--- config.mk ---
export PLATFORM = sky130hd
export DESIGN_NAME = rk512_telegram_engine
export DESIGN_NICKNAME = d
export VERILOG_FILES = /design/src/hw/rtl/rk512_pkg.sv /design/src/hw/rtl/rk512_front.sv /design/src/hw/rtl/rk512_jobq.sv /design/src/hw/rtl/rk512_back.sv /design/src/hw/rtl/rk512_telegram_engine.sv
export SDC_FILE = /design/constraint.sdc
export NUM_CORES = 1
export LEC_CHECK = 0
export BUFFER_PORTS_ARGS = -buffer_cell sky130_fd_sc_hd__buf_2
export CAP_MARGIN = 20
export CORE_ASPECT_RATIO = 0.9
export CORE_MARGIN = 2
export CORE_UTILIZATION = 25
export CTS_CLUSTER_SIZE = 12
export DETAILED_ROUTE_END_ITERATION = 8
export PLACE_DENSITY = 0.5
export SLEW_MARGIN = 40
export SYNTH_ARGS = -nofsm -noshare
export SYNTH_HDL_FRONTEND = slang
export SYNTH_SLANG_ARGS = --single-unit
--- constraint.sdc ---
create_clock -name clk -period 10.5 [get_ports clk]
set_input_delay 2.1 -clock clk [delete_from_list [all_inputs] [get_ports clk]]
set_output_delay 2.1 -clock clk [all_outputs]
set_load 0.005 [all_outputs]
--- src/hw/rtl/rk512_pkg.sv ---
// Shared types, codes and helper functions of the fetch/store telegram engine.
// Used by rk512_front, rk512_jobq, rk512_back and rk512_telegram_engine.
// No dependencies.
package rk512_pkg;

  // Input command codes
  typedef enum logic [1:0] {
    CMD_FETCH = 2'd0,
    CMD_STORE = 2'd1,
    CMD_DATA  = 2'd2,
    CMD_RX    = 2'd3
  } cmd_t;

  // Configuration register indexes
  localparam logic REG_LOCAL_ID = 1'b0;
  localparam logic REG_REPLY_ID = 1'b1;

  // Result kinds
  localparam logic [1:0] KIND_TX     = 2'd0;
  localparam logic [1:0] KIND_RX     = 2'd1;
  localparam logic [1:0] KIND_STATUS = 2'd2;

  // Status codes
  localparam logic [1:0] ST_OK       = 2'd0;
  localparam logic [1:0] ST_FETCH_ST = 2'd1;
  localparam logic [1:0] ST_MISMATCH = 2'd2;
  localparam logic [1:0] ST_REJECTED = 2'd3;

  // Telegram constants
  localparam logic [7:0]  HDR_FETCH   = 8'h45;
  localparam logic [7:0]  HDR_STORE   = 8'h41;
  localparam logic [7:0]  HDR_DIR     = 8'h44;
  localparam logic [7:0]  HDR_END     = 8'hFF;
  localparam logic [7:0]  BLK_SPECIAL = 8'h42;
  localparam logic [15:0] CRC_POLY    = 16'h1021;
  localparam logic [15:0] CRC_INIT    = 16'hFFFF;

  // Job queue geometry
  localparam int JOBQ_DEPTH = 4;
  localparam int JOBQ_AW    = 2;

  typedef enum logic [2:0] {
    PH_IDLE       = 3'd0,
    PH_FETCH_HDR  = 3'd1,
    PH_FETCH_DATA = 3'd2,
    PH_STORE_DATA = 3'd3,
    PH_STORE_ACK  = 3'd4
  } phase_t;

  typedef enum logic [2:0] {
    JOB_FETCH_HDR = 3'd0,
    JOB_STORE_HDR = 3'd1,
    JOB_DATA      = 3'd2,
    JOB_PAYLOAD   = 3'd3,
    JOB_STATUS    = 3'd4
  } job_op_t;

  // One unit of work from front to back
  typedef struct packed {
    job_op_t     op;
    logic [7:0]  byte_v;   // block number or data byte
    logic [15:0] size;     // size field of a request header
    logic [7:0]  lid;      // station byte of a request header
    logic        tail;     // append CRC bytes after this job
    logic [1:0]  status;
    logic [16:0] plen;
  } job_t;

  function automatic logic [15:0] crc_byte(logic [15:0] crc_in, logic [7:0] b);
    logic [15:0] c;
    c = crc_in ^ {b, 8'h00};
    for (int i = 0; i < 8; i++) begin
      if (c[15]) begin
        c = {c[14:0], 1'b0} ^ CRC_POLY;
      end else begin
        c = {c[14:0], 1'b0};
      end
    end
    return c;
  endfunction

  // Byte k of a 10-byte request header
  function automatic logic [7:0] hdr_byte(logic [7:0] op_char, logic [7:0] blk,
                                          logic [15:0] sz, logic [7:0] lid,
                                          logic [3:0] k);
    logic [7:0] v;
    case (k)
      4'd2:    v = op_char;
      4'd3:    v = HDR_DIR;
      4'd4:    v = blk;
      4'd6:    v = sz[15:8];
      4'd7:    v = sz[7:0];
      4'd8:    v = HDR_END;
      4'd9:    v = lid;
      default: v = 8'h00;
    endcase
    return v;
  endfunction

endpackage

--- src/hw/rtl/rk512_front.sv ---
// Front end: config registers, exchange phase tracking, reply header check.
// Classifies each accepted item into at most one job for the back end.
// Depends on rk512_pkg.
module rk512_front (
  input  logic               clk,
  input  logic               rst_n,
  input  logic               cfg_we,
  input  logic               cfg_index,
  input  logic [7:0]         cfg_data,
  input  logic               in_valid,
  input  logic [1:0]         in_command,
  input  logic [7:0]         in_block_id,
  input  logic [15:0]        in_length,
  input  logic [7:0]         in_byte_value,
  output logic               job_valid,
  output rk512_pkg::job_t    job
);

  logic [7:0]        local_id_r, reply_id_r;
  rk512_pkg::phase_t phase_r, phase_nxt;
  logic [3:0]        byte_count_r, byte_count_nxt;
  logic              header_error_r, header_error_nxt;
  logic              header_mismatch_r, header_mismatch_nxt;
  logic [15:0]       reply_size_r, reply_size_nxt;
  logic [7:0]        request_block_r, request_block_nxt;
  logic [15:0]       request_size_r, request_size_nxt;
  logic [16:0]       remaining_r, remaining_nxt;

  logic [15:0]       store_size;
  logic [15:0]       size_sel;
  logic [16:0]       plen_calc;
  logic              herr_now, hmis_now;

  always_ff @(posedge clk) begin
    if (!rst_n) begin
      local_id_r <= 8'h00;
      reply_id_r <= 8'h00;
    end else if (cfg_we) begin
      if (cfg_index == rk512_pkg::REG_LOCAL_ID) begin
        local_id_r <= cfg_data;
      end else begin
        reply_id_r <= cfg_data;
      end
    end
  end

  always_ff @(posedge clk) begin
    if (!rst_n) begin
      phase_r           <= rk512_pkg::PH_IDLE;
      byte_count_r      <= 4'd0;
      header_error_r    <= 1'b0;
      header_mismatch_r <= 1'b0;
      reply_size_r      <= 16'd0;
      request_block_r   <= 8'd0;
      request_size_r    <= 16'd0;
      remaining_r       <= 17'd0;
    end else begin
      phase_r           <= phase_nxt;
      byte_count_r      <= byte_count_nxt;
      header_error_r    <= header_error_nxt;
      header_mismatch_r <= header_mismatch_nxt;
      reply_size_r      <= reply_size_nxt;
      request_block_r   <= request_block_nxt;
      request_size_r    <= request_size_nxt;
      remaining_r       <= remaining_nxt;
    end
  end

  always_comb begin
    store_size = (in_block_id == rk512_pkg::BLK_SPECIAL && in_length == 16'd4) ?
                 16'd6 : in_length;
    size_sel   = (reply_size_r != 16'd0) ? reply_size_r : request_size_r;
    plen_calc  = (size_sel >= 16'd4) ? ({size_sel, 1'b0} - 17'd8) : 17'd0;
    herr_now   = header_error_r;
    hmis_now   = header_mismatch_r;

    phase_nxt           = phase_r;
    byte_count_nxt      = byte_count_r;
    header_error_nxt    = header_error_r;
    header_mismatch_nxt = header_mismatch_r;
    reply_size_nxt      = reply_size_r;
    request_block_nxt   = request_block_r;
    request_size_nxt    = request_size_r;
    remaining_nxt       = remaining_r;
    job_valid           = 1'b0;
    job                 = '0;

    if (in_valid) begin
      case (rk512_pkg::cmd_t'(in_command))
        rk512_pkg::CMD_FETCH: begin
          job_valid           = 1'b1;
          job.op              = rk512_pkg::JOB_FETCH_HDR;
          job.byte_v          = in_block_id;
          job.size            = in_length;
          job.lid             = local_id_r;
          request_block_nxt   = in_block_id;
          request_size_nxt    = in_length;
          phase_nxt           = rk512_pkg::PH_FETCH_HDR;
          byte_count_nxt      = 4'd0;
          header_error_nxt    = 1'b0;
          header_mismatch_nxt = 1'b0;
          reply_size_nxt      = 16'd0;
          remaining_nxt       = 17'd0;
        end
        rk512_pkg::CMD_STORE: begin
          job_valid           = 1'b1;
          job.op              = rk512_pkg::JOB_STORE_HDR;
          job.byte_v          = in_block_id;
          job.size            = store_size;
          job.lid             = local_id_r;
          job.tail            = (in_length == 16'd0);
          request_block_nxt   = in_block_id;
          request_size_nxt    = store_size;
          remaining_nxt       = {1'b0, in_length};
          header_error_nxt    = 1'b0;
          header_mismatch_nxt = 1'b0;
          byte_count_nxt      = 4'd0;
          phase_nxt           = (in_length == 16'd0) ? rk512_pkg::PH_STORE_ACK :
                                                       rk512_pkg::PH_STORE_DATA;
        end
        rk512_pkg::CMD_DATA: begin
          if (phase_r == rk512_pkg::PH_STORE_DATA) begin
            job_valid     = 1'b1;
            job.op        = rk512_pkg::JOB_DATA;
            job.byte_v    = in_byte_value;
            job.tail      = (remaining_r <= 17'd1);
            remaining_nxt = (remaining_r != 17'd0) ? remaining_r - 17'd1 : 17'd0;
            if (remaining_r <= 17'd1) begin
              phase_nxt        = rk512_pkg::PH_STORE_ACK;
              byte_count_nxt   = 4'd0;
              header_error_nxt = 1'b0;
            end
          end
        end
        rk512_pkg::CMD_RX: begin
          if (phase_r == rk512_pkg::PH_FETCH_HDR) begin
            if (byte_count_r < 4'd4 && in_byte_value != 8'h00) begin
              herr_now = 1'b1;
            end
            if (byte_count_r == 4'd4 && in_byte_value != request_block_r) begin
              hmis_now = 1'b1;
            end
            if (byte_count_r == 4'd6) begin
              reply_size_nxt = {in_byte_value, reply_size_r[7:0]};
            end
            if (byte_count_r == 4'd7) begin
              reply_size_nxt = {reply_size_r[15:8], in_byte_value};
            end
            if (byte_count_r == 4'd9 && in_byte_value != reply_id_r) begin
              hmis_now = 1'b1;
            end
            header_error_nxt    = herr_now;
            header_mismatch_nxt = hmis_now;
            if (byte_count_r >= 4'd9) begin
              job_valid      = 1'b1;
              job.op         = rk512_pkg::JOB_STATUS;
              byte_count_nxt = 4'd0;
              if (herr_now) begin
                job.status = rk512_pkg::ST_FETCH_ST;
                phase_nxt  = rk512_pkg::PH_IDLE;
              end else if (hmis_now) begin
                job.status = rk512_pkg::ST_MISMATCH;
                phase_nxt  = rk512_pkg::PH_IDLE;
              end else begin
                job.status    = rk512_pkg::ST_OK;
                job.plen      = plen_calc;
                remaining_nxt = plen_calc;
                phase_nxt     = (plen_calc != 17'd0) ? rk512_pkg::PH_FETCH_DATA :
                                                       rk512_pkg::PH_IDLE;
              end
            end else begin
              byte_count_nxt = byte_count_r + 4'd1;
            end
          end else if (phase_r == rk512_pkg::PH_FETCH_DATA) begin
            job_valid     = 1'b1;
            job.op        = rk512_pkg::JOB_PAYLOAD;
            job.byte_v    = in_byte_value;
            remaining_nxt = (remaining_r != 17'd0) ? remaining_r - 17'd1 : 17'd0;
            if (remaining_r <= 17'd1) begin
              phase_nxt = rk512_pkg::PH_IDLE;
            end
          end else if (phase_r == rk512_pkg::PH_STORE_ACK) begin
            herr_now         = header_error_r | (in_byte_value != 8'h00);
            header_error_nxt = herr_now;
            if (byte_count_r >= 4'd3) begin
              job_valid      = 1'b1;
              job.op         = rk512_pkg::JOB_STATUS;
              job.status     = herr_now ? rk512_pkg::ST_REJECTED : rk512_pkg::ST_OK;
              phase_nxt      = rk512_pkg::PH_IDLE;
              byte_count_nxt = 4'd0;
            end else begin
              byte_count_nxt = byte_count_r + 4'd1;
            end
          end
        end
        default: begin
          job_valid = 1'b0;
        end
      endcase
    end
  end

endmodule

--- src/hw/rtl/rk512_jobq.sv ---
// Short job queue between front and back end, register based.
// Depends on rk512_pkg.
module rk512_jobq (
  input  logic            clk,
  input  logic            rst_n,
  input  logic            push_i,
  input  rk512_pkg::job_t job_i,
  output logic            full_o,
  input  logic            pop_i,
  output rk512_pkg::job_t job_o,
  output logic            empty_o
);

  rk512_pkg::job_t                mem_r [rk512_pkg::JOBQ_DEPTH];
  logic [rk512_pkg::JOBQ_AW-1:0] wr_ptr_r, rd_ptr_r;
  logic [rk512_pkg::JOBQ_AW:0]   count_r, count_nxt;
  logic                          do_push, do_pop;

  assign full_o  = (count_r == (rk512_pkg::JOBQ_AW+1)'(rk512_pkg::JOBQ_DEPTH));
  assign empty_o = (count_r == '0);
  assign do_push = push_i & ~full_o;
  assign do_pop  = pop_i & ~empty_o;
  assign job_o   = mem_r[rd_ptr_r];

  always_comb begin
    count_nxt = count_r;
    if (do_push && !do_pop) begin
      count_nxt = count_r + (rk512_pkg::JOBQ_AW+1)'(1);
    end else if (do_pop && !do_push) begin
      count_nxt = count_r - (rk512_pkg::JOBQ_AW+1)'(1);
    end
  end

  always_ff @(posedge clk) begin
    if (!rst_n) begin
      wr_ptr_r <= '0;
      rd_ptr_r <= '0;
      count_r  <= '0;
    end else begin
      count_r <= count_nxt;
      if (do_push) begin
        wr_ptr_r <= wr_ptr_r + (rk512_pkg::JOBQ_AW)'(1);
      end
      if (do_pop) begin
        rd_ptr_r <= rd_ptr_r + (rk512_pkg::JOBQ_AW)'(1);
      end
    end
  end

  always_ff @(posedge clk) begin
    if (do_push) begin
      mem_r[wr_ptr_r] <= job_i;
    end
  end

endmodule

--- src/hw/rtl/rk512_back.sv ---
// Back end: expands jobs into result items one per cycle while the output is free,
// keeps the running CRC and holds the output register. Depends on rk512_pkg.
module rk512_back (
  input  logic            clk,
  input  logic            rst_n,
  input  rk512_pkg::job_t job,
  input  logic            job_empty,
  output logic            job_pop,
  output logic            out_valid,
  input  logic            out_take,
  output logic [1:0]      out_kind,
  output logic [7:0]      out_byte_value_res,
  output logic [1:0]      out_status,
  output logic [16:0]     out_payload_length,
  output logic            out_last
);

  logic [4:0]  idx_r, idx_nxt;
  logic [15:0] crc_r, crc_nxt;
  logic        valid_r, valid_nxt;
  logic [1:0]  kind_r;
  logic [7:0]  byte_r;
  logic [1:0]  status_r;
  logic [16:0] plen_r;
  logic        last_r;

  logic        load;
  logic [1:0]  item_kind;
  logic [7:0]  item_byte;
  logic [1:0]  item_status;
  logic [16:0] item_plen;
  logic        item_last;
  logic [4:0]  hdr_pos;

  assign load    = ~job_empty & (~valid_r | out_take);
  assign job_pop = load & item_last;

  always_comb begin
    item_kind   = rk512_pkg::KIND_TX;
    item_byte   = 8'h00;
    item_status = rk512_pkg::ST_OK;
    item_plen   = 17'd0;
    item_last   = 1'b1;
    crc_nxt     = crc_r;
    // repeat bytes re-send header bytes 4..9
    hdr_pos     = (idx_r < 5'd10) ? idx_r : idx_r - 5'd6;

    case (job.op)
      rk512_pkg::JOB_FETCH_HDR: begin
        item_byte = rk512_pkg::hdr_byte(rk512_pkg::HDR_FETCH, job.byte_v, job.size,
                                        job.lid, hdr_pos[3:0]);
        item_last = (idx_r == 5'd9);
      end
      rk512_pkg::JOB_STORE_HDR: begin
        if (idx_r == 5'd16) begin
          item_byte = crc_r[7:0];
        end else if (idx_r == 5'd17) begin
          item_byte = crc_r[15:8];
        end else begin
          item_byte = rk512_pkg::hdr_byte(rk512_pkg::HDR_STORE, job.byte_v, job.size,
                                          job.lid, hdr_pos[3:0]);
        end
        item_last = job.tail ? (idx_r == 5'd17) : (idx_r == 5'd15);
        if (idx_r == 5'd0) begin
          crc_nxt = rk512_pkg::CRC_INIT;
        end else if (idx_r >= 5'd10 && idx_r <= 5'd15) begin
          crc_nxt = rk512_pkg::crc_byte(crc_r, item_byte);
        end
      end
      rk512_pkg::JOB_DATA: begin
        if (idx_r == 5'd1) begin
          item_byte = crc_r[7:0];
        end else if (idx_r == 5'd2) begin
          item_byte = crc_r[15:8];
        end else begin
          item_byte = job.byte_v;
          crc_nxt   = rk512_pkg::crc_byte(crc_r, job.byte_v);
        end
        item_last = job.tail ? (idx_r == 5'd2) : 1'b1;
      end
      rk512_pkg::JOB_PAYLOAD: begin
        item_kind = rk512_pkg::KIND_RX;
        item_byte = job.byte_v;
      end
      rk512_pkg::JOB_STATUS: begin
        item_kind   = rk512_pkg::KIND_STATUS;
        item_status = job.status;
        item_plen   = job.plen;
      end
      default: begin
        item_last = 1'b1;
      end
    endcase

    idx_nxt   = idx_r;
    valid_nxt = valid_r & ~out_take;
    if (load) begin
      valid_nxt = 1'b1;
      idx_nxt   = item_last ? 5'd0 : idx_r + 5'd1;
    end
  end

  always_ff @(posedge clk) begin
    if (!rst_n) begin
      idx_r   <= 5'd0;
      crc_r   <= rk512_pkg::CRC_INIT;
      valid_r <= 1'b0;
    end else begin
      idx_r   <= idx_nxt;
      valid_r <= valid_nxt;
      if (load) begin
        crc_r <= crc_nxt;
      end
    end
  end

  always_ff @(posedge clk) begin
    if (load) begin
      kind_r   <= item_kind;
      byte_r   <= item_byte;
      status_r <= item_status;
      plen_r   <= item_plen;
      last_r   <= item_last;
    end
  end

  assign out_valid          = valid_r;
  assign out_kind           = kind_r;
  assign out_byte_value_res = byte_r;
  assign out_status         = status_r;
  assign out_payload_length = plen_r;
  assign out_last           = last_r;

endmodule

--- src/hw/rtl/rk512_telegram_engine.sv ---
// Fetch/store telegram engine, top level. A request's jobs pass the job queue and
// then the back end's output register. One request per cycle while the four-entry
// job queue has room; the back end emits one result per cycle while results are popped:
// a fetch start gives 10 results, a store start 16 or 18, a data byte 1 or 3.
// Reset (rst_n, synchronous, active low) empties the job queue and output register,
// clears phase and configuration to zero and sets the CRC to 0xFFFF.
module rk512_telegram_engine (
  input  logic        clk,
  input  logic        rst_n,
  input  logic        cfg_we,
  input  logic        cfg_index,
  input  logic [7:0]  cfg_data,
  input  logic        push,
  output logic        full,
  input  logic [1:0]  in_command,
  input  logic [7:0]  in_block_id,
  input  logic [15:0] in_length,
  input  logic [7:0]  in_byte_value,
  output logic        empty,
  input  logic        pop,
  output logic [1:0]  out_kind,
  output logic [7:0]  out_byte_value_res,
  output logic [1:0]  out_status,
  output logic [16:0] out_payload_length,
  output logic        out_last
);

  logic            in_acc;
  logic            job_valid;
  rk512_pkg::job_t job_in, job_head;
  logic            job_empty, job_pop;
  logic            out_valid;

  assign in_acc = push & ~full;
  assign empty  = ~out_valid;

  rk512_front u_front (
    .clk           (clk),
    .rst_n         (rst_n),
    .cfg_we        (cfg_we),
    .cfg_index     (cfg_index),
    .cfg_data      (cfg_data),
    .in_valid      (in_acc),
    .in_command    (in_command),
    .in_block_id   (in_block_id),
    .in_length     (in_length),
    .in_byte_value (in_byte_value),
    .job_valid     (job_valid),
    .job           (job_in)
  );

  rk512_jobq u_jobq (
    .clk     (clk),
    .rst_n   (rst_n),
    .push_i  (job_valid),
    .job_i   (job_in),
    .full_o  (full),
    .pop_i   (job_pop),
    .job_o   (job_head),
    .empty_o (job_empty)
  );

  rk512_back u_back (
    .clk                (clk),
    .rst_n              (rst_n),
    .job                (job_head),
    .job_empty          (job_empty),
    .job_pop            (job_pop),
    .out_valid          (out_valid),
    .out_take           (pop),
    .out_kind           (out_kind),
    .out_byte_value_res (out_byte_value_res),
    .out_status         (out_status),
    .out_payload_length (out_payload_length),
    .out_last           (out_last)
  );

endmodule

==> impl_metrics.tcl, run 1 <==
set metrics [dict create \
    start_kind "input port" \
    r2r_setup_slack_ns 6.32 \
    portBuffers 78 \
    hpwl_um 35700 \
    arrival_ns 4.92 \
    rr_startpoint "u_front.reply_size_r[0]$_SDFFE_PN0P_" \
    worst-path-buf-inv 1 \
    synthesis.nets 1570 \
    relSlewSlack_pct 38.7 \
    register_area_mm2 0.00962 \
    yosysTopAreaCellShare_pct 42.2 \
    final_area_mm2 0.0201 \
    cts-htree-levels 2 \
    cts_tree "yes" \
    grt_max_degree 59 \
    min_from "u_front.request_block_r[5]$_SDFFE_PN0P_" \
    maxCapViolations 0 \
    multiInputGateArea_mm2 0.00736 \
    overflow 0 \
    crit_family "simple AND/OR/NAND/NOR gates" \
    power_leakage_nw 6.98 \
    synth_ff_type "edfxtp_1" \
    r2r_end "u_front.phase_r[1]$_SDFFE_PN0P_" \
    ys_warn_count 0 \
    fin_crit_sh_pct 43.3 \
    path_cells "buf_2 -> xor2_1 -> nor4_1 -> a211oi_1 -> a311oi_1 -> a21boi_1 -> nand4_1 -> or2_1 -> nor2_1" \
    routed_wl_um 51000 \
    drive_above_1_share_pct 15.3 \
    crit_start "in_byte_value[4]" \
    async_reset_ff_share_pct 0 \
    fin_ws_ns 5.95 \
    coreArea_mm2 0.0688 \
    cp.required_ns 10.87 \
    final_core_utilization_pct 29.3 \
    slowest_stage "or2_1" \
    die_width_um 282 \
    p_total_mw 4.52 \
    start_util_pct 25.3 \
    cts_resized 0 \
    ys_seq_area_share_pct 55.2 \
    synth_edf_count 245 \
    tns_ns 0 \
    syn_area_mm2 0.0174 \
    dieArea_mm2 0.0718 \
    antenna_cells 0 \
    crit_end "u_jobq.mem_r[3][6]$_DFFE_PP_" \
    final_max_slew_viol_count 0 \
    hold_viol_final 0 \
    cts_buffers 42 \
    cellPowerDensity_mw_per_mm2 225 \
    rows 91 \
    final_cell_mix "edfxtp_1, nand2_1, dfxtp_1" \
    finalNetCount 1622 \
    cp_max_fo 10 \
    nFillCells 7107 \
    min_period_ns 4.55 \
    antenna_found_initial 4 \
    pre_cts_slack_ns 5.34 \
    avgSynthCellArea_um2 11.6 \
    crit_path_end_kind "flip-flop" \
    grt_util_all_layers_pct 14.1 \
    synth_cell_types 89 \
    wl_per_cell_um 20.3 \
    yosysTopAreaCell "edfxtp_1" \
    clock_path_buffers 3 \
    hold_path_class "reg -> reg" \
    vias_per_cell 4.86 \
    cts_root_buffer "clkbuf_16" \
    synthCells 1496 \
    vias 12200 \
    area_growth_pct 15.5 \
    ys_ff_latch 358 \
    dp.cells 2434 \
    grt_pass1_wl_um 76800 \
    placed_cell_area_mm2 0.0188 \
    io_pins 80 \
    dr.pass1.iters 5 \
    worst_slew_pin_slew_ns 0.916 \
    clk_latency_ns 0.59 \
    first_global_vias 12000 \
    die_h_um 254 \
    reg2reg_depth 15 \
    synth_area_leaders "edfxtp_1, dfxtp_1, mux4_2, nand2_1, o21ai_0" \
    worst-setup-path-type "in -> reg" \
    whs_ns 0.481 \
    ir_drop_mv 0.108 \
    antenna_left 0 \
    cts_setup_buffers 0 \
    fin_skew_ns 0.0391 \
    max_freq_ghz 0.220 \
    drt_first_iter_violations 989 \
    setup_violations 0 \
    status "completed" \
    drc_errors 0 \
    final_common_cell "edfxtp_1" \
    rsz0062_at_grt "false" \
    final_cells 2510 \
    slowest_delay_ns 0.54 \
    cts_hold_buf 0 \
    gp_congestion 0.910 \
    path_clk_slew_ns 0.06 \
    path_depth 9 \
    cts.sink_count 358 \
]
## power breakdown
part	switching (mW)	internal (mW)	total [mW]
combinational	0.790	0.505	1.30
clock	0.608	0.795	1.40
sequential	0.123	1.70	1.83
total	1.52	3.00	4.52
## synthesized netlist by cell type (3+ instances only)
library cell and count:
buf_4 4, xor2_1 36, nand3_1 36, or2_2 4, o21a_1 25, nand3b_1 4
nor4_1 16, o2111ai_1 3, inv_1 27, a21o_1 6, nor3b_1 6, o211ai_1 16
clkbuf_1 69, and3_1 27, o31ai_1 7, or4_1 5, nand2_1 144, o21ai_0 80
edfxtp_1 245, a21oi_1 63, buf_2 8, mux4_2 44, dfxtp_1 113, xnor2_1 28
a31oi_1 11, ha_1 25, and2_1 63, o22ai_1 9, nand2b_1 9, a221o_1 7
nand4_1 7, nor2b_1 43, mux2i_1 17, xnor2_2 3, o221ai_1 9, a222oi_1 11
nor3_1 27, mux4_1 10, a21boi_0 28, a22oi_1 30, or3_1 7, nor4b_1 7
nor2_1 94, a211o_1 3
## tightest hold or removal path: cells and delay by family, from the launching register on
family	cells	cell delay, ns
compound gates	1	0.07
simple gates	1	0.05
flops	1	0.32
## worst min path at each step
stage | slack, ns | endpoint | cells after the start
2_1_floorplan | 0.45 | u_front.reply_size_r[11]$_SDFFE_PN0P_ | 2
3_3_place_gp | 0.48 | u_front.request_block_r[5]$_SDFFE_PN0P_ | 2
3_5_place_dp | 0.48 | u_front.request_block_r[5]$_SDFFE_PN0P_ | 2
4_1_cts | 0.49 | u_front.request_block_r[5]$_SDFFE_PN0P_ | 2
5_1_grt | 0.52 | u_front.request_block_r[6]$_SDFFE_PN0P_ | 2
6_report | 0.48 | u_front.request_block_r[5]$_SDFFE_PN0P_ | 2
## flip-flops by register name (all words and copies together), names as in the netlist, 4 cells and up, named ones only
register / flops
u_back.crc_r: 16
u_back.idx_r: 5
u_back.out_byte_value_res: 8
u_back.out_payload_length: 16
u_front.byte_count_r: 4
u_front.local_id_r: 8
u_front.remaining_r: 17
u_front.reply_id_r: 8
u_front.reply_size_r: 16
u_front.request_block_r: 8
u_front.request_size_r: 16
u_jobq.mem_r: 216
## routing by layer
metal	up-vias	part of all wire [%]	global-route usage [%]
met5	-	0	0
met4	0	2.2	3.70
met3	71	5.8	2.81
met2	353	46	22.1
met1	6042	46	19.9
li1	5736	-	-
## cells by family (layout without fill, tap and decap cells)
logic type | Yosys count | after routing | share of synthesized area, %
multiplexers | 71 | 71 | 8.17
XOR/XNOR | 67 | 67 | 3.50
flip-flops | 358 | 358 | 55.2
buffers and inverters | 115 | 199 | 2.80
AND/OR/NAND/NOR | 517 | 517 | 15.2
adder cells (fa/ha/maj) | 26 | 26 | 1.91
other | 1 | 1 | 0.0215
AO/OA/AOI/OAI | 341 | 341 | 13.2
## cell type report
cell class / instances / area share (%)
Sequential cell: 358 / 47.8
Multi-Input combinational cell: 1023 / 36.6
Tap cell: 930 / 5.78
Clock buffer: 56 / 5.63
Timing Repair Buffer: 94 / 2.62
Clock inverter: 20 / 0.989
Inverter: 29 / 0.541
Note: power is estimated with default switching activity, not from simulation.
==> run 2, diff against run 1 <==
==> constraint.sdc (replaced) <==
create_clock -name clk -period 4.29 [get_ports clk]
set_input_delay 0.858 -clock clk [delete_from_list [all_inputs] [get_ports clk]]
set_output_delay 0.858 -clock clk [all_outputs]
set_load 0.005 [all_outputs]
==> run 2 against run 1 <==
Non-clock buffer count grew 27. Design area is 1.4% higher. Worst hold slack got worse by 0.00053 ns. Final cell count grew 1.2%. Routed wire length increased by 0.72%. Power grew 150%. Sequential power is 140% higher. Utilization rose by 0.41 points. First-iteration DRC count rose by 14%. Worst setup slack worse by 5.3 ns. Clock skew decreased by 0.00071 ns.
==> impl_metrics.tcl, run 2 (synthesized netlist as in run 1, its figures left out) <==
set metrics [dict create \
    status "completed" \
    p_comb_share_pct 29.2 \
    worst-setup-path-type "reg -> reg" \
    drive_above_1_share_pct 16.2 \
    hold_viol_final 0 \
    slowest_stage "dfxtp_1" \
    power_frac_seq_pct 39.6 \
    use_met2_pct 22.1 \
    nFillCells 7144 \
    coreArea_mm2 0.0688 \
    tns_ns 0 \
    final_core_utilization_pct 29.7 \
    crit_family "compound AO/OA/AOI/OAI gates" \
    finalNetCount 1649 \
    cts_root_buffer "clkbuf_16" \
    cellPowerDensity_mw_per_mm2 551 \
    switching_share_pct 33.5 \
    final_max_slew_viol_count 0 \
    relSlewSlack_pct 46.1 \
    cts-htree-levels 2 \
    ir_drop_mv 0.254 \
    slowest_delay_ns 0.47 \
    antenna_found_initial 2 \
    register_area_mm2 0.00962 \
    power.switching_mw 3.77 \
    vias 12400 \
    fin_skew_ns 0.0384 \
    cp_max_fo 10 \
    whs_ns 0.481 \
    cts_setup_buffers 0 \
    regMostFlops "u_jobq.mem_r" \
    min_from "u_front.request_block_r[7]$_SDFFE_PN0P_" \
    wl_per_cell_um 20.2 \
    hold_path_class "reg -> reg" \
    cp.required_ns 4.72 \
    final_cell_mix "edfxtp_1, nand2_1, dfxtp_1" \
    cts_tree "yes" \
    rr_startpoint "u_back.idx_r[1]$_SDFFE_PN0P_" \
    vias_per_cell 4.88 \
    io_pins 80 \
    drt_first_iter_violations 1126 \
    grt_util_all_layers_pct 14.3 \
    drc_errors 0 \
    rsz0062_at_grt "false" \
    min_period_ns 3.63 \
    max_freq_ghz 0.275 \
    p_total_mw 11.3 \
    p_int_mw 7.48 \
    rows 91 \
    overflow 0 \
    dr.pass1.iters 6 \
    start_kind "flip-flop" \
    path_cells "inv_1 -> ha_1 -> nand2_1 -> o2bb2ai_2 -> o211ai_4 -> o32ai_2 -> nor2_1 -> o32a_1 -> xor2_1 -> xnor2_2 -> a21oi_1 -> nor4bb_1 -> a31oi_1" \
    crit_start "u_back.idx_r[1]$_SDFFE_PN0P_" \
    cts_buffers 42 \
    arrival_ns 4.06 \
    path_clk_slew_ns 0.06 \
    multiInputGateArea_mm2 0.00734 \
    r2r_setup_slack_ns 0.66 \
    dieArea_mm2 0.0718 \
    clock_path_buffers 3 \
    gp_congestion 0.882 \
    gr-usage-met3_pct 2.41 \
    routed_wl_um 51400 \
    top_regs "u_jobq.mem_r: 216 flops, u_front.remaining_r: 17 flops" \
    antenna_left 0 \
    portBuffers 78 \
    area_growth_pct 17.1 \
    fin_crit_sh_pct 84.7 \
    clk_latency_ns 0.59 \
    die_h_um 254 \
    worst-path-buf-inv 1 \
    cts_resized 0 \
    grt_pass1_wl_um 77600 \
    setup_violations 0 \
    largest_reg_flops 216 \
    start_util_pct 25.3 \
    p_clk_share_pct 31.2 \
    power_leakage_nw 7.15 \
    final_common_cell "edfxtp_1" \
    top_usage_layer "met2" \
    cts_hold_buf 0 \
    gr-usage-met1_pct 20.4 \
    crit_path_end_kind "flip-flop" \
    maxCapViolations 0 \
    hpwl_um 36800 \
    first_global_vias 12200 \
    grt_max_degree 46 \
    worst_slew_pin_slew_ns 0.802 \
    cts.sink_count 358 \
    die_width_um 282 \
]
[run 2: final timing paths]
path | endpoint | cells past startpoint
worst min-delay path | u_front.request_block_r[7]$_SDFFE_PN0P_ | 2
worst max-delay path | u_back.crc_r[14]$_SDFFE_PN1P_ | 13
worst min register to register | u_front.request_block_r[7]$_SDFFE_PN0P_ | 2
worst max register to register | u_back.crc_r[14]$_SDFFE_PN1P_ | 13
[run 2: worst min-delay path: stages, from the launching register on]
cell	delay, ns
dfxtp_1	0.31
nand2_1	0.05
a21boi_0	0.07
[run 2: layout make-up]
class | count | share of cell area (%)
inverter | 29 | 0.533
timing repair buffer | 121 | 3.90
clock inverter | 18 | 0.920
clock buffer | 60 | 5.78
sequential | 358 | 47.2
multi-input combinational | 1023 | 36.0
tap | 930 | 5.70
antenna | 2 | 0.0245
[run 2: per-stage QoR]
step | instance area [um^2] | cells | setup WS, ns
after floorplan | 17400 | 1496 | 0.761
after global placement | 19000 | 2460 | 0.494
after detailed placement | 19000 | 2460 | 0.373
after CTS | 20400 | 2538 | 0.642
after global routing | 20400 | 2539 | 0.282
final | 20400 | 2541 | 0.658
[run 2: per-layer routing]
| layer | vias to the layer above | part of all wire, % |
|---|---|---|
| met5 | - | 0 |
| met4 | 0 | 2.5 |
| met3 | 73 | 5.5 |
| met2 | 360 | 44 |
| met1 | 6168 | 48 |
| li1 | 5795 | - |
[run 2: power by group through the flow]
| stage | clock network [mW] | registers (mW) | logic [mW] |
|---|---|---|---|
| 2_1_floorplan | 0 | 4.43 | 2.22 |
| 3_3_place_gp | 0 | 4.51 | 3.28 |
| 3_5_place_dp | 0 | 4.52 | 3.31 |
| 4_1_cts | 3.62 | 4.45 | 3.32 |
| 5_1_grt | 3.73 | 4.51 | 3.61 |
| 6_report | 3.52 | 4.45 | 3.28 |
==> run 3, diff against run 2 <==
==> constraint.sdc (replaced) <==
create_clock -name clk -period 3.6 [get_ports clk]
set_input_delay 0.72 -clock clk [delete_from_list [all_inputs] [get_ports clk]]
set_output_delay 0.72 -clock clk [all_outputs]
set_load 0.005 [all_outputs]
==> run 3 against run 2 <==
Maximum frequency is 5.9% higher. Combinational power is 24% higher. Routed wire length is 0.62% higher. Critical path depth is 2 higher. Sequential share of layout area is 1.2 points lower. Design area is 2.6% higher. Clock skew is 0.0040 ns higher.
==> impl_metrics.tcl, run 3 (synthesized netlist as in run 1, its figures left out) <==
set metrics [dict create \
    hold_end "u_back.out_valid$_SDFF_PN0_" \
    r2r_end "u_front.phase_r[1]$_SDFFE_PN0P_" \
    dieArea_mm2 0.0718 \
    tns_ns 0 \
    path_cells "or4_1 -> nor3_4 -> and2_1 -> a21oi_1 -> ha_1 -> nand2_1 -> nor2_1 -> o31ai_1 -> nor2_1 -> nand3_1 -> o21ai_0 -> nor4_1 -> nand3_1 -> o2111ai_2 -> a21boi_1" \
    top_regs "u_jobq.mem_r: 216 flops, u_front.remaining_r: 17 flops" \
    fin_skew_ns 0.0424 \
    slowest_delay_ns 0.63 \
    start_kind "flip-flop" \
    maxCapViolations 0 \
    gp_congestion 0.897 \
    final_max_slew_viol_count 0 \
    slowest_stage "or4_1" \
    vias 12500 \
    rsz0062_at_grt "false" \
    setup_violations 0 \
    rr_startpoint "u_front.reply_size_r[14]$_SDFFE_PN0P_" \
    arrival_ns 3.90 \
    reg2reg_depth 15 \
    p_int_mw 9.04 \
    relSlewSlack_pct 41.1 \
    rows 91 \
    cts_tree "yes" \
    hold_path_class "in -> reg" \
    die_h_um 254 \
    final_core_utilization_pct 30.4 \
    clk_latency_ns 0.59 \
    cellPowerDensity_mw_per_mm2 645 \
    wl_per_cell_um 19.9 \
    vias_per_cell 4.82 \
    p_comb_share_pct 30.1 \
    cts_hold_buf 0 \
    path_clk_slew_ns 0.07 \
    dp.cells 2520 \
    io_pins 80 \
    ir_drop_mv 0.322 \
    final_cell_mix "edfxtp_1, nand2_1, dfxtp_1" \
    clock_path_buffers 3 \
    cts-htree-levels 2 \
    cp_max_fo 4 \
    cts.sink_count 358 \
    hold_viol_final 0 \
    coreArea_mm2 0.0688 \
    dr.pass1.iters 5 \
    finalNetCount 1709 \
    power_leakage_nw 7.47 \
    power.switching_mw 4.46 \
    drt_first_iter_violations 1095 \
    final_common_cell "edfxtp_1" \
    final_cells 2601 \
    routed_wl_um 51700 \
    r2r_setup_slack_ns 0.17 \
    p_clk_share_pct 30.6 \
    max_freq_ghz 0.292 \
    overflow 0 \
    status "completed" \
    holdPathStages 4 \
    worst_slew_pin_slew_ns 0.875 \
    antenna_found_initial 6 \
    hpwl_um 38000 \
    worst-setup-path-type "reg -> reg" \
    crit_path_end_kind "flip-flop" \
    drc_errors 0 \
    drive_above_1_share_pct 19.4 \
    cp.required_ns 4.07 \
    regMostFlops "u_jobq.mem_r" \
    start_util_pct 25.3 \
    min_period_ns 3.43 \
    cts_root_buffer "clkbuf_16" \
    portBuffers 78 \
    min_from "pop" \
    die_width_um 282 \
    cts_buffers 41 \
    first_global_vias 12300 \
    antenna_left 0 \
    fin_crit_sh_pct 95.3 \
    switching_share_pct 33.1 \
    p_total_mw 13.5 \
    grt_max_degree 55 \
    largest_reg_flops 216 \
    area_growth_pct 20.2 \
    power_frac_seq_pct 39.3 \
    grt_pass1_wl_um 77800 \
    grt_util_all_layers_pct 14.4 \
]
run 3: changes by cell type in the layout (fill, tap and decap cells not counted), sizes merged:
cell | before | now
clkinv | 14 | 16
diode | 2 | 3
inv | 31 | 30
clkbuf | 60 | 55
buf | 121 | 182
bufinv | 1 | 3
run 3: worst max-delay path, delay by kind of cell, from the launching register on:
| kind | cells | cell delay, ns |
|---|---|---|
| AND/OR/NAND/NOR | 9 | 1.97 |
| adder cells (fa/ha/maj) | 1 | 0.27 |
| flip-flops | 1 | 0.35 |
| AO/OA/AOI/OAI | 5 | 0.71 |
run 3: layout make-up:
cell class,instances,area [um^2]
Inverter,29,109
Clock buffer,55,1100
Antenna cell,3,7.51
Tap cell,930,1160
Sequential cell,358,9630
Clock inverter,21,230
Timing Repair Buffer,182,1320
Fill cell,7035,47800
Multi-Input combinational cell,1023,7380
run 3: repair_timing:
item / CTS / global route
setup buffers: 0 / 2
setup endpoints to repair: 0 / 50
gates resized for setup: 0 / 11
run 3: power groups by stage:
stage	combinational [mW]	clock, mW	sequential, mW
after detailed placement	4.08	0	5.39
after global routing	4.46	4.41	5.36
after global placement	4.07	0	5.39
final	4.06	4.14	5.30
after floorplan	2.65	0	5.28
after CTS	4.10	4.27	5.31
run 3: routing by layer:
metal / up-vias / part of all wire, % / track usage, %
li1: 5920 / - / -
met3: 79 / 5.4 / 2.36
met2: 331 / 45 / 22.5
met1: 6193 / 47 / 20.2
met4: 2 / 2.6 / 4.63
met5: - / 0.014 / 0
run 3: stage by stage:
| stage | hold slack (ns) | setup slack [ns] | cell area [um^2] |
|---|---|---|---|
| 2_1_floorplan | 0.448 | 0.180 | 17400 |
| 3_3_place_gp | 0.471 | 0.0771 | 19500 |
| 3_5_place_dp | 0.476 | 0.118 | 19500 |
| 4_1_cts | 0.385 | 0.102 | 20900 |
| 5_1_grt | 0.415 | 0.0168 | 20900 |
| 6_report | 0.413 | 0.170 | 20900 |
run 3: worst max-delay path by stage:
stage                                                startpoint                               to  slack, ns  cells after the start
after global routing      u_front.reply_size_r[14]$_SDFFE_PN0P_  u_front.phase_r[1]$_SDFFE_PN0P_       0.02                     15
after floorplan           u_front.reply_size_r[14]$_SDFFE_PN0P_  u_front.phase_r[1]$_SDFFE_PN0P_       0.18                     17
after CTS                          u_back.idx_r[2]$_SDFFE_PN0P_    u_back.crc_r[14]$_SDFFE_PN1P_       0.10                     13
after global placement     u_front.reply_size_r[4]$_SDFFE_PN0P_  u_front.phase_r[1]$_SDFFE_PN0P_       0.08                     15
final                     u_front.reply_size_r[14]$_SDFFE_PN0P_  u_front.phase_r[1]$_SDFFE_PN0P_       0.17                     15
after detailed placement           u_back.idx_r[2]$_SDFFE_PN0P_    u_back.crc_r[14]$_SDFFE_PN1P_       0.12                     13
